===== config.mk =====
export PLATFORM = sky130hd
export DESIGN_NAME = ccps_sqrt
export DESIGN_NICKNAME = d
export VERILOG_FILES = /design/src/rtl/ccps_pkg.sv /design/src/rtl/ccps_sqrt.sv
export SDC_FILE = /design/constraint.sdc
export NUM_CORES = 1
export LEC_CHECK = 0
export ABC_CLOCK_PERIOD_IN_PS = 7300
export BUFFER_PORTS_ARGS = -buffer_cell sky130_fd_sc_hd__buf_4
export CORE_ASPECT_RATIO = 0.8
export CORE_UTILIZATION = 30
export CTS_CLUSTER_SIZE = 12
export DETAILED_ROUTE_END_ITERATION = 16
export PLACE_DENSITY_LB_ADDON = 0.3
export RECOVER_POWER = 100
export SETUP_SLACK_MARGIN = 0.1
export SLEW_MARGIN = 20
export SYNTH_ARGS = -nofsm -noshare
export SYNTH_HDL_FRONTEND = slang
export SYNTH_SLANG_ARGS = --single-unit
export TNS_END_PERCENT = 100

===== constraint.sdc =====
create_clock -name clk -period 7.3 [get_ports clk]
set_clock_uncertainty 0.1 [all_clocks]
set_input_delay 0.73 -clock clk [delete_from_list [all_inputs] [get_ports clk]]
set_output_delay 0.73 -clock clk [all_outputs]
set_load 0.005 [all_outputs]

===== src/rtl/ccps_pkg.sv =====
// ----------------------------------------------------------------------------
// ccps_pkg
// Shared types, sizes and helpers for the circle collision physics step.
// ----------------------------------------------------------------------------
package ccps_pkg;

	localparam int MAX_OBJECTS = 64;
	localparam int AW = $clog2(MAX_OBJECTS);
	localparam int CW = AW + 1;

	// configuration register indexes
	localparam logic [1:0] CFG_ITERATIONS = 2'd0;
	localparam logic [1:0] CFG_FRICTION   = 2'd1;

	localparam logic [7:0]  ITERATIONS_RESET = 8'd10;
	localparam logic [16:0] FRICTION_RESET   = 17'd65307;

	typedef struct packed {
		logic signed [31:0] pos_x;
		logic signed [31:0] pos_y;
		logic signed [31:0] vel_x;
		logic signed [31:0] vel_y;
		logic        [31:0] mass;
		logic        [30:0] radius;
		logic               last;
	} circle_t;

	typedef struct packed {
		logic signed [31:0] new_pos_x;
		logic signed [31:0] new_pos_y;
		logic signed [31:0] new_vel_x;
		logic signed [31:0] new_vel_y;
		logic               final_circle;
	} result_t;

	// one stored circle
	typedef struct packed {
		logic signed [31:0] pos_x;
		logic signed [31:0] pos_y;
		logic signed [31:0] vel_x;
		logic signed [31:0] vel_y;
		logic        [31:0] mass;
		logic        [30:0] radius;
	} entry_t;

	// clamp a wide signed value to 32 bit signed
	function automatic logic signed [31:0] sat32(input logic signed [63:0] v);
		logic signed [31:0] r;
		if (v > 64'sd2147483647) begin
			r = 32'sh7fff_ffff;
		end else if (v < -64'sd2147483648) begin
			r = 32'sh8000_0000;
		end else begin
			r = v[31:0];
		end
		return r;
	endfunction

endpackage


===== src/rtl/ccps_sqrt.sv =====
// ----------------------------------------------------------------------------
// ccps_sqrt
// Integer square root of a 64 bit value, one result bit per cycle.
// ----------------------------------------------------------------------------
module ccps_sqrt (
	input  logic        clk,
	input  logic        arst_n,
	input  logic        start,
	input  logic [63:0] x,
	output logic [31:0] root,
	output logic        done
);
	import ccps_pkg::*;

	logic        busy_q;
	logic        done_q;
	logic [63:0] x_q;
	logic [63:0] r_q;
	logic [63:0] bit_q;
	logic [63:0] trial;

	assign trial = r_q + bit_q;

	// digit by digit root, two radicand bits a step
	always_ff @(posedge clk or negedge arst_n) begin
		if (!arst_n) begin
			busy_q <= 1'b0;
			done_q <= 1'b0;
		end else begin
			done_q <= 1'b0;
			if (start) begin
				busy_q <= 1'b1;
				x_q    <= x;
				r_q    <= '0;
				bit_q  <= 64'h4000_0000_0000_0000;
			end else if (busy_q) begin
				if (x_q >= trial) begin
					x_q <= x_q - trial;
					r_q <= (r_q >> 1) + bit_q;
				end else begin
					r_q <= r_q >> 1;
				end
				bit_q <= bit_q >> 2;
				if (bit_q[0]) begin
					busy_q <= 1'b0;
					done_q <= 1'b1;
				end
			end
		end
	end

	assign root = r_q[31:0];
	assign done = done_q;

endmodule


==> results.cfg <==
[layout]
synth_to_layout_area_growth_pct = 9.32
drive_above_1_share_pct = 6.73
n_fill_cell = 7099
post-route-cell-area_sq_mm = 0.0224
antenna-diode-count = 0
number_of_nets_in_the_layout = 2729

[logic_synthesis]
async_reset_ff_share_pct = 1.03
synth.most_common_cell = sky130_fd_sc_hd__nand2_1
synth_cell_types = 78
synth_area_per_cell_sq_um = 8.26
synthTopCellsByCount = 250 x sky130_fd_sc_hd__nand2_1, 249 x sky130_fd_sc_hd__a21oi_1, 234 x sky130_fd_sc_hd__nor2_1, 194 x sky130_fd_sc_hd__o21ai_0, 192 x sky130_fd_sc_hd__edfxtp_1
postSynthRegisterBits = 194
syn-cell-area_sq_mm = 0.0205
dominantRegCellSynth = sky130_fd_sc_hd__edfxtp_1
synthTopCellsByArea = sky130_fd_sc_hd__edfxtp_1 28%, sky130_fd_sc_hd__ha_1 12%, sky130_fd_sc_hd__a21oi_1 6.1%
post_synth_inst_count = 2485
synth.net_count = 2745
ys_seq_area_share_pct = 28.3
yosys.area.top_type = sky130_fd_sc_hd__edfxtp_1
yosys.area.top_type_share_pct = 28.1
synth_enable_flop_cells = 192
synth-warning-count = 0

[cts]
clkTransAtPathRegs_ns = 0.09
numCtsBuffers = 17
clock_tree.root_cell = sky130_fd_sc_hd__clkbuf_16
ctsLongestPathBuffers = 2
clock_latency_ns = 0.51
cts_hold_fix_bufs = 0
clkSinkCount = 194
h-tree-depth = 4
cts_resized = 0
cts.repair_timing.setup_buffer_count = 0
cts_tree = done

[timing]
worstMarginPinSlew_ns = 4.33
rsz0062_at_grt = no
post-route-period-util_pct = 92.8
setup-violations-final = 0
final_max_slew_viols = 203
fin_setup_tns_ns = 0
timing.max_slew.rel_slack_pct = -189
hold_viol = 0
timing.fmax_mhz = 148
layout_min_cycle_time_ns = 6.77

[global_routing]
grt_antenna_before_repair = 0
vias_in_the_first_global_route = 17700
grt_first_pass_wirelength_mm = 101
grt_max_degree = 110
globalRouteTotalUtil_pct = 18.5
overflow = 0

[power_and_ir_drop]
powerDensity_mw_per_mm2 = 489
power_total_mw = 11.0
leakage_nw = 9.30
net_switching_fraction_of_the_power_pct = 51.5
power_frac_clock_pct = 9.2
ir_worst_vdd_uv = 394
power_frac_comb_pct = 72.1
power.switching_mw = 5.64
internal_power_mw = 5.32
power_frac_seq_pct = 18.7

[setup_path]
crit_fanout = 51
worst_ep_arrival_time_ns = 6.86
setup.reg_to_reg.worst_slack_ns = 0.53
timing.rr.start = r_q[18]
worst-setup-path-type = register to register
timing.critical_path.from = r_q[18]
start_kind = register
worstPathRequired_ns = 7.39
endpoint_kind = register

[floorplanning]
core_region_area_sq_mm = 0.0674
die_w_um = 294
initial_core_util_pct = 30.4
num_rows = 85
ios = 100
die_footprint_sq_mm = 0.0694
die_height_um = 236

[place]
gpl.final_weighted_congestion = 0.900
dpl.hpwl_mm = 50.9
placedInstanceArea_sq_mm = 0.0219
port_buffers = 99

[route]
drt.antenna.violating_nets = 0
avgRoutedWirePerCell_um = 19.2
post_drt_via_cell_ratio = 5.57
detail_route.first_pass.iterations = 6
initialDrtViolationCount = 1887
wl_mm = 65.1
vias = 18900
total_drc_errors_in_the_routed_layout = 0

[status]
run_status = finished, violations left
failed_checks = capacitance limit, slew limit

[hold_path]
holdCritStartpoint = x[27]
holdCritPathClass = input pin to register

[run]
timing.max_cap.violations = 3
==> flip-flops by register name, summed over array words and instances, names as in the netlist <==
| name | count |
|---|---|
| bit_q | 64 |
| busy_q | 1 |
| done | 1 |
| r_q | 64 |
| x_q | 64 |
==> stage by stage <==
step	util [%]	hold WS, ns	worst slack [ns]	cells
after floorplan	-	0.334	0.501	2485
after global placement	32.5	0.434	0.898	3363
after detailed placement	32.5	0.466	0.802	3363
after CTS	33.4	0.241	0.763	3395
after global routing	33.3	0.387	0.159	3395
final	33.3	0.400	0.528	3395
==> worst paths after layout <==
path	end	depth (start not counted)
min in group asynchronous	done	1
max	r_q[14]	24
max in group asynchronous	busy_q	1
min	x_q[27]	3
max reg2reg	r_q[14]	24
min reg2reg	busy_q	1
==> critical path, stage by stage, from the launching register on <==
cell and delay (ns):
sky130_fd_sc_hd__edfxtp_1 0.52, sky130_fd_sc_hd__ha_1 0.46, sky130_fd_sc_hd__nand4_1 0.21, sky130_fd_sc_hd__nor4_1 0.30, sky130_fd_sc_hd__buf_4 0.18, sky130_fd_sc_hd__a32oi_1 0.13, sky130_fd_sc_hd__a311oi_1 0.32, sky130_fd_sc_hd__buf_4 0.16
sky130_fd_sc_hd__nor2_1 0.05, sky130_fd_sc_hd__o21ai_0 0.27, sky130_fd_sc_hd__a21oi_1 0.13, sky130_fd_sc_hd__o31ai_1 0.55, sky130_fd_sc_hd__xnor2_1 0.24, sky130_fd_sc_hd__ha_1 0.47, sky130_fd_sc_hd__nand4_1 0.21, sky130_fd_sc_hd__nor2_1 0.22
sky130_fd_sc_hd__o21ai_0 0.15, sky130_fd_sc_hd__nor3_1 0.21, sky130_fd_sc_hd__o21ai_0 0.22, sky130_fd_sc_hd__a21oi_1 0.21, sky130_fd_sc_hd__clkbuf_4 0.16, sky130_fd_sc_hd__o22a_2 0.22, sky130_fd_sc_hd__buf_12 0.30, sky130_fd_sc_hd__mux2i_1 0.27
sky130_fd_sc_hd__a211oi_1 0.11
==> layout make-up <==
cell class | count | area, sq um | area share (%)
Tap cell | 913 | 1140 | 5.09
Sequential cell | 194 | 5820 | 25.9
Timing Repair Buffer | 128 | 902 | 4.02
Inverter | 70 | 263 | 1.17
Multi-Input combinational cell | 2058 | 13700 | 61.1
Clock buffer | 17 | 425 | 1.90
Clock inverter | 15 | 174 | 0.775
==> logic make-up (layout without fill, tap and decap cells) <==
kind of cell / count (synthesis) / after routing / synth area share [%]
buf+inv: 233 / 230 / 4.91
compound gates: 855 / 855 / 26.5
mux: 94 / 94 / 4.60
xor+xnor: 163 / 163 / 6.96
flops: 194 / 194 / 28.3
simple gates: 753 / 753 / 16.8
fa+ha+maj: 193 / 193 / 11.9
==> cells in the final DEF, fill, tap and decap left out, types with 14 or more instances in the layout <==
cell type and instances:
sky130_fd_sc_hd__a211oi_1 52, sky130_fd_sc_hd__a21o_1 114, sky130_fd_sc_hd__a21oi_1 249, sky130_fd_sc_hd__a311oi_1 20, sky130_fd_sc_hd__a31oi_1 23, sky130_fd_sc_hd__and3_1 26
sky130_fd_sc_hd__buf_4 80, sky130_fd_sc_hd__clkbuf_1 27, sky130_fd_sc_hd__clkbuf_16 17, sky130_fd_sc_hd__clkbuf_4 14, sky130_fd_sc_hd__edfxtp_1 192, sky130_fd_sc_hd__ha_1 190
sky130_fd_sc_hd__inv_1 68, sky130_fd_sc_hd__mux2i_1 91, sky130_fd_sc_hd__nand2_1 250, sky130_fd_sc_hd__nand2b_1 17, sky130_fd_sc_hd__nand3_1 34, sky130_fd_sc_hd__nand4_1 54
sky130_fd_sc_hd__nor2_1 234, sky130_fd_sc_hd__nor3_1 53, sky130_fd_sc_hd__o21a_1 26, sky130_fd_sc_hd__o21ai_0 197, sky130_fd_sc_hd__o21bai_1 42, sky130_fd_sc_hd__o31ai_1 19
sky130_fd_sc_hd__xnor2_1 100, sky130_fd_sc_hd__xor2_1 63
==> power groups by stage <==
stage          clock network (mW)  logic [mW]  registers (mW)
2_1_floorplan                   0        5.89            1.91
3_3_place_gp                    0        7.80            2.05
3_5_place_dp                    0        7.81            2.05
4_1_cts                      1.03        7.85            2.03
5_1_grt                      1.06        8.71            2.08
6_report                     1.01        7.91            2.05
==> routing by layer <==
| metal | global-route usage [%] | part of all wire (%) | up-vias |
|---|---|---|---|
| met1 | 28.0 | 51 | 9027 |
| met5 | 0 | 0 | - |
| met2 | 27.1 | 42 | 576 |
| li1 | - | - | 9222 |
| met4 | 4.85 | 2.0 | 0 |
| met3 | 2.59 | 5.4 | 69 |
Power figures use the tool's default switching activity.
