### src/rtl/ccps_pkg.sv
// ----------------------------------------------------------------------------
// ccps_pkg
// Shared types, sizes and helpers for the circle collision physics step.
// ----------------------------------------------------------------------------
package ccps_pkg;

	localparam int MAX_OBJECTS = 64;
	localparam int AW = $clog2(MAX_OBJECTS);
	localparam int CW = AW + 1;

	// configuration register indexes
	localparam logic [1:0] CFG_ITERATIONS = 2'd0;
	localparam logic [1:0] CFG_FRICTION   = 2'd1;

	localparam logic [7:0]  ITERATIONS_RESET = 8'd10;
	localparam logic [16:0] FRICTION_RESET   = 17'd65307;

	typedef struct packed {
		logic signed [31:0] pos_x;
		logic signed [31:0] pos_y;
		logic signed [31:0] vel_x;
		logic signed [31:0] vel_y;
		logic        [31:0] mass;
		logic        [30:0] radius;
		logic               last;
	} circle_t;

	typedef struct packed {
		logic signed [31:0] new_pos_x;
		logic signed [31:0] new_pos_y;
		logic signed [31:0] new_vel_x;
		logic signed [31:0] new_vel_y;
		logic               final_circle;
	} result_t;

	// one stored circle
	typedef struct packed {
		logic signed [31:0] pos_x;
		logic signed [31:0] pos_y;
		logic signed [31:0] vel_x;
		logic signed [31:0] vel_y;
		logic        [31:0] mass;
		logic        [30:0] radius;
	} entry_t;

	// clamp a wide signed value to 32 bit signed
	function automatic logic signed [31:0] sat32(input logic signed [63:0] v);
		logic signed [31:0] r;
		if (v > 64'sd2147483647) begin
			r = 32'sh7fff_ffff;
		end else if (v < -64'sd2147483648) begin
			r = 32'sh8000_0000;
		end else begin
			r = v[31:0];
		end
		return r;
	endfunction

endpackage

### src/rtl/ccps_div.sv
// ----------------------------------------------------------------------------
// ccps_div
// Unsigned 64 by 64 bit restoring divider, one quotient bit per cycle.
// ----------------------------------------------------------------------------
module ccps_div (
	input  logic        clk,
	input  logic        arst_n,
	input  logic        start,
	input  logic [63:0] num,
	input  logic [63:0] den,
	output logic [63:0] quot,
	output logic        done
);
	import ccps_pkg::*;

	logic        busy_q;
	logic        done_q;
	logic [5:0]  cnt_q;
	logic [63:0] num_q;
	logic [63:0] den_q;
	logic [64:0] rem_q;
	logic [63:0] quot_q;

	logic [64:0] rem_sh;
	logic [65:0] diff;
	logic        ge;

	// trial subtract of the shifted remainder
	always_comb begin
		rem_sh = {rem_q[63:0], num_q[63]};
		diff   = {1'b0, rem_sh} - {2'b00, den_q};
		ge     = ~diff[65];
	end

	// advance one quotient bit a cycle
	always_ff @(posedge clk or negedge arst_n) begin
		if (!arst_n) begin
			busy_q <= 1'b0;
			done_q <= 1'b0;
			cnt_q  <= '0;
		end else begin
			done_q <= 1'b0;
			if (start) begin
				busy_q <= 1'b1;
				cnt_q  <= '0;
				num_q  <= num;
				den_q  <= den;
				rem_q  <= '0;
				quot_q <= '0;
			end else if (busy_q) begin
				rem_q  <= ge ? diff[64:0] : rem_sh;
				quot_q <= {quot_q[62:0], ge};
				num_q  <= {num_q[62:0], 1'b0};
				cnt_q  <= cnt_q + 6'd1;
				if (cnt_q == 6'd63) begin
					busy_q <= 1'b0;
					done_q <= 1'b1;
				end
			end
		end
	end

	assign quot = quot_q;
	assign done = done_q;

endmodule

### config.mk
export PLATFORM = sky130hd
export DESIGN_NAME = ccps_div
export DESIGN_NICKNAME = d
export VERILOG_FILES = /design/src/rtl/ccps_pkg.sv /design/src/rtl/ccps_div.sv
export SDC_FILE = /design/constraint.sdc
export NUM_CORES = 1
export LEC_CHECK = 0
export BUFFER_PORTS_ARGS = -buffer_cell sky130_fd_sc_hd__buf_2
export CORE_AREA = 3 3 232 234
export CTS_CLUSTER_SIZE = 8
export DETAILED_ROUTE_END_ITERATION = 16
export DIE_AREA = 0 0 235 237
export PLACE_DENSITY = 0.46
export SLEW_MARGIN = 20
export SYNTH_ARGS = -nofsm -noshare
export SYNTH_HDL_FRONTEND = slang
export SYNTH_SLANG_ARGS = --single-unit
export TNS_END_PERCENT = 50
### constraint.sdc
create_clock -name clk -period 4.7 [get_ports clk]
set_clock_uncertainty 0.2 [all_clocks]
set_input_delay 0.47 -clock clk [delete_from_list [all_inputs] [get_ports clk]]
set_output_delay 0.47 -clock clk [all_outputs]
set_load 0.02 [all_outputs]
==> implementation parameters, run 1 <==
Parameter                              Value

Power and ir drop
  Sequential cell fraction of total power ... 38.7%
  Combinational share of power ... 26.3%
  Switching power share of the total ... 31.0%
  Pwr Density ... 395 nW/um^2
  Clock share of power ... 35.0%
  Power Internal ... 5.34 mW
  Static leakage ... 8.23 nW
  Net switching power of the design ... 2.40 mW
  Maximum ir drop on the vdd rail ... 221 uV

Worst setup path
  Bufs and invs on worst path ... 1
  Largest driver fanout on the critical path ... 33
  Data arrival at the endpoint of the critical path ... 4150 ps
  Type of destination of the critical path ... register
  Endpoint required time on the critical path ... 4870 ps
  Critical Path Max Stage Delay ... 450 ps
  Critical path, cell by cell ... ha_1 > nand2_1 > nor3_1 > nand4_1 > nor4_4 > o21ai_4 > a31o_2 > nand2_4 > buf_4 > nand2_1 > a311oi_1
  Worst setup path category ... register to register
  Kind of cell with the highest combined delay on the critical path ... simple AND/OR/NAND/NOR gates
  Slowest library cell on the worst path ... nor4_4
  Critical path launch point type ... register
  Dominant cell type by count on the critical path ... nand2_1

Drt
  Number of nets with antenna violations after detailed routing ... 0
  Vias per std cell ... 4.92
  Drt pass-1 iters ... 5
  WL final ... 41900 um
  Detailed-route via count ... 12000
  Violation count after the first detailed-route iteration ... 740
  Remaining DRCs ... 0
  Average wire per cell in the routed design ... 17.1 um

Timing
  Relative slew slack ... 30.1%
  Number of hold violations in the final report ... 0
  Final Cycle Share ... 84.6%
  Final setup TNS ... 0 ps
  Time the final worst path needs with I/O delays and setup ... 3980 ps
  Unrepaired setup endpoints after global routing ... false
  Slew Limit Fails ... 0
  Slew of the pin with the lowest slew margin ... 1040 ps
  Number of failing setup endpoints in the final timing report ... 0
  Worst hold slack ... 35.3 ps
  Highest attainable clock frequency ... 252 MHz

Die
  I/O pin count ... 196
  Cell Rows ... 84
  Die area ... 55700 sq um
  Initial core utilization ... 29.8%
  Chip height ... 237 um
  Core Footprint ... 52200 sq um
  Die outline width ... 235 um

GRT
  Grt ovf ... 0
  Antenna violations before repair ... 3
  Largest net degree at the start of global routing ... 149
  Vias in the first global route ... 12200
  GR Util All Layers ... 14.8%
  Global-route wire length before repair ... 67600 um

Synthesis
  Leading post-synthesis cells by cell area ... edfxtp_1 (49%), ha_1 (5.2%), mux2_2 (4.7%)
  Count of different cell masters after synthesis ... 82
  Register area share after synthesis ... 50.7%
  Number of warnings issued by yosys ... 0
  Async S/R FF share, synth ... 3.03%
  Synthesized area per cell ... 10.7 sq um
  Proportion of netlist area held by the largest area contributor ... 49.5%
  Gate count of the mapped netlist ... 1447
  Most frequently used flop master after synthesis ... edfxtp_1
  Synth Net Count ... 1644
  Number of synthesized register bits ... 264
  Area leader, netlist ... edfxtp_1
  Netlist Area Pre-Place ... 15500 sq um
  EDFF count, synth ... 256

Status
  Outcome ... completed

Layout
  Number of nets in the final layout ... 1933
  Filler instances ... 5203
  Share of layout cells above drive strength 1 ... 19.7%
  Synthesis-to-finish area growth ... 25.8%

Clock network
  Number of buffers created by CTS ... 40
  Hold Buf Count CTS ... 126
  Clock Tree Root ... clkbuf_16
  Clock tree from TritonCTS ... yes
  Total number of clock tree sinks ... 264
  Worst-Skew Late Latency ... 560 ps
  Htree depth ... 2
  Largest buffer count on any clock path ... 3
  Number of gates resized after CTS ... 0
  Clk pin slew, worst setup/hold paths ... 50 ps
  Post-CTS setup buffer count ... 0

Run
  Count of max-cap constraint violations ... 0

Placement
  Placer congestion estimate ... 0.861
  Total half-perimeter wirelength after legalization and detailed placement ... 28300 um
  Port Buffer Count ... 195

Worst hold path
  Min-delay worst type ... input pin to register
## Yosys cell counts, types with 4 or more instances
master and n:
o21bai_1 13, a31oi_1 11, mux2_2 65, inv_1 88, xnor2_1 31, a21oi_1 76, xor2_1 23, nand2b_1 8
edfxtp_1 256, nor3_1 14, a211oi_1 7, buf_1 8, or3_1 8, nand3_1 14, buf_4 5, ha_1 65
clkbuf_1 57, nor2b_1 7, nand4_1 28, o21ai_1 18, o22ai_1 4, dfrtp_1 8, nor2_1 162, o221ai_1 4
buf_2 12, and2_1 5, o21ai_0 52, and3_1 4, a311oi_1 45, a32oi_1 6, mux2i_1 70, o211ai_1 9
o21a_1 9, nand2_1 155, a21o_1 31
## stage by stage
stage / std cells / cell area (sq um) / util [%] / setup WS [ps] / total power, mW
6_report: 2447 / 19600 / 37.4 / 725 / 7.74
3_3_place_gp: 2256 / 17100 / 32.8 / 838 / 4.99
2_1_floorplan: 1447 / 15500 / - / 103 / 4.46
5_1_grt: 2446 / 19600 / 37.4 / 347 / 8.21
3_5_place_dp: 2256 / 17100 / 32.8 / 684 / 4.99
4_1_cts: 2445 / 19600 / 37.4 / 656 / 7.87
## state kept, by name, summed over array words and instances (netlist names)
| name | count |
|---|---|
| busy_q | 1 |
| cnt_q | 6 |
| den_q | 64 |
| done | 1 |
| num_q | 64 |
| quot | 64 |
| rem_q | 64 |
## metal layers
metal	wire length [um]	vias up	track usage, %
met5	20	-	0
met4	1100	2	5.06
met3	1940	69	2.80
met2	19200	262	23.7
met1	19600	5757	20.0
li1	-	5942	-
## path summary, 6_finish.rpt
path / startpoint / endpoint / slack, ps / cells after the start
worst max-delay path: rem_q[20] / rem_q[31] / 720 / 11
worst min-delay path: num[10] / num_q[10] / 40 / 2
worst max register to register: rem_q[20] / rem_q[31] / 720 / 11
worst min register to register: num_q[11] / num_q[12] / 340 / 1
max in group asynchronous: arst_n / busy_q / 3390 / 2
min in group asynchronous: arst_n / cnt_q[4] / 180 / 2
## final cells by class
| type | count | area [sq um] | area share (%) |
|---|---|---|---|
| Antenna cell | 2 | 5.00 | 0.0256 |
| Clock buffer | 57 | 1070 | 5.49 |
| Clock inverter | 6 | 83.8 | 0.429 |
| Inverter | 88 | 330 | 1.69 |
| Multi-Input combinational cell | 1009 | 6950 | 35.5 |
| Sequential cell | 264 | 7890 | 40.3 |
| Tap cell | 688 | 861 | 4.40 |
| Timing Repair Buffer | 333 | 2360 | 12.1 |
## cell families (layout without fill, tap and decap cells)
family	after synthesis	after routing	synth area share [%]
adder cells (fa/ha/maj)	66	66	5.36
AO/OA/AOI/OAI	325	325	14.6
flip-flops	264	264	50.7
AND/OR/NAND/NOR	427	427	12.2
XOR/XNOR	54	54	3.04
other	0	2	0
multiplexers	137	137	9.36
buffers and inverters	174	484	4.64
## cells in the final DEF, fill, tap and decap left out, types with 52 or more instances in the layout
cell type / count
buf_2: 193
o21ai_0: 52
a21oi_1: 76
mux2i_1: 70
dlygate4sd3_1: 126
nor2_1: 162
mux2_2: 65
edfxtp_1: 256
nand2_1: 155
inv_1: 88
ha_1: 65
## power groups by stage
stage	clock network, mW	registers [mW]	logic [mW]
after floorplan	0	3.03	1.42
after global placement	0	3.03	1.96
after detailed placement	0	3.03	1.95
after CTS	2.83	2.99	2.05
after global routing	2.92	3.02	2.27
final	2.71	2.99	2.04
No activity file was read; power rests on OpenSTA's default activity.
==> inputs of run 2 (changes only) <==
clock period = 3.27 ns   (was 4.7 ns; I/O delays follow)
==> implementation parameters, run 2 (synthesized netlist as in run 1, its figures left out) <==
Parameter                              Value

Power and ir drop
  Static leakage ... 9.78 nW
  Pwr Density ... 560 nW/um^2
  Maximum ir drop on the vdd rail ... 363 uV
  Post-layout power ... 12.8 mW

GRT
  Global-route wire length before repair ... 74800 um
  Antenna violations before repair ... 2
  Vias in the first global route ... 13600
  Grt ovf ... 0
  GR Util All Layers ... 16.5%
  Largest net degree at the start of global routing ... 159

Timing
  Final WS setup ... -116 ps
  Unrepaired setup endpoints after global routing ... true
  Number of failing setup endpoints in the final timing report ... 42
  Time the final worst path needs with I/O delays and setup ... 3390 ps
  Slew of the pin with the lowest slew margin ... 1060 ps
  Final setup TNS ... -1850 ps
  Highest attainable clock frequency ... 295 MHz
  Worst hold slack ... 269 ps
  Final Cycle Share ... 104%
  Number of hold violations in the final report ... 0
  Slew Limit Fails ... 0
  Relative slew slack ... 29.5%

Status
  Failing checks ... negative setup slack
  Outcome ... finished with violations

Clock network
  Number of buffers created by CTS ... 40
  Clock tree from TritonCTS ... yes
  Worst-Skew Late Latency ... 580 ps
  Clk pin slew, worst setup/hold paths ... 60 ps
  Htree depth ... 2
  Total number of clock tree sinks ... 264
  Largest buffer count on any clock path ... 3
  Clock Tree Root ... clkbuf_16

Worst setup path
  Critical path launch point type ... register
  Type of destination of the critical path ... register
  Critical R2R Launch ... rem_q[22]
  Worst R2R End ... rem_q[48]
  Endpoint required time on the critical path ... 3370 ps
  Source of the critical timing path ... rem_q[22]
  Largest driver fanout on the critical path ... 4
  Worst setup path end ... rem_q[48]
  Length in cells of the worst reg-to-reg path ... 13
  Worst setup path category ... register to register
  Minimum setup slack among reg-to-reg paths ... -120 ps
  Data arrival at the endpoint of the critical path ... 3490 ps

Placement
  Post-Place Worst Slack ... -281 ps
  Port Buffer Count ... 195
  Number of cells after detailed placement ... 2442
  Total half-perimeter wirelength after legalization and detailed placement ... 30600 um
  Placer congestion estimate ... 0.876

Layout
  Number of nets in the final layout ... 2180
  Commonest non-fill, non-tap cell in the layout ... edfxtp_1
  Filler instances ... 5001
  Filler-free cell count of the finished design ... 2691
  Most frequent cells in the layout ... edfxtp_1 (256), buf_4 (217), buf_2 (193)
  Multi-input gate area in the final layout ... 7990 sq um
  Synthesis-to-finish area growth ... 46.9%
  Area used by sequential logic in the layout ... 7890 sq um
  Share of layout cells above drive strength 1 ... 37.2%

Run
  Count of max-cap constraint violations ... 0

Drt
  Remaining DRCs ... 0
  Vias per std cell ... 4.91
  Detailed-route via count ... 13200
  Number of nets with antenna violations after detailed routing ... 0
  Drt pass-1 iters ... 5
  Average wire per cell in the routed design ... 17.8 um
  Violation count after the first detailed-route iteration ... 722
  WL final ... 47900 um

Die
  Die area ... 55700 sq um
  Cell Rows ... 84
  I/O pin count ... 196
  Core Footprint ... 52200 sq um
  Chip height ... 237 um
  Initial core utilization ... 29.8%
  Die outline width ... 235 um

Worst hold path
  Min-delay worst type ... input pin to register
==> run 2: how the worst min path moves through the flow <==
stage,start,to,cells after the start
final,den[16],den_q[16],2
after global placement,den[16],den_q[16],1
after CTS,den[16],den_q[16],2
after floorplan,arst_n,busy_q,0
after detailed placement,den[35],den_q[35],1
after global routing,den[33],den_q[33],2
==> run 2: layout make-up <==
class / instances / share of cell area, %
sequential: 264 / 34.6
tap: 688 / 3.77
inverter: 88 / 1.45
multi-input combinational: 1009 / 35.0
timing repair buffer: 580 / 20.2
clock buffer: 54 / 4.62
clock inverter: 7 / 0.395
antenna: 1 / 0.0110
==> run 2: what timing repair did <==
item                       CTS  global route
pin swaps                   75            65
cloned                       7             3
buffers inserted            33            21
resized for setup          123           117
hold endpoints to repair   156             0
setup endpoints to repair   65            65
hold buffers               130             0
==> run 2: per-layer routing <==
layer | share of wire, % | vias to the layer above | wire length [um] | GRT usage [%]
met5 | 0.027 | - | 13 | 0
met4 | 2.6 | 2 | 1260 | 5.32
met3 | 4.7 | 79 | 2240 | 3.27
met2 | 48 | 298 | 22800 | 27.5
met1 | 45 | 6402 | 21600 | 21.6
li1 | - | 6426 | - | -
==> run 2: worst max-delay path, stage by stage (launching register included) <==
cell	delay (ps)
edfxtp_1	490
ha_4	280
buf_4	150
nand3_1	70
o22ai_1	70
o21ai_1	210
o211ai_1	170
a21o_1	240
o21ai_4	260
a31oi_4	160
buf_6	150
or4_4	470
o21ai_1	130
a211oi_2	70
==> run 2: power by group <==
part	switching [mW]	internal [mW]	total (mW)
registers	0.185	4.11	4.30
logic	2.31	2.31	4.62
clock network	1.61	2.25	3.86
==> run 2: through the flow <==
stage	util [%]	instance area, sq um
2_1_floorplan	-	15500
3_3_place_gp	35.5	18600
3_5_place_dp	35.5	18600
4_1_cts	42.4	22100
5_1_grt	43.7	22800
6_report	43.7	22800
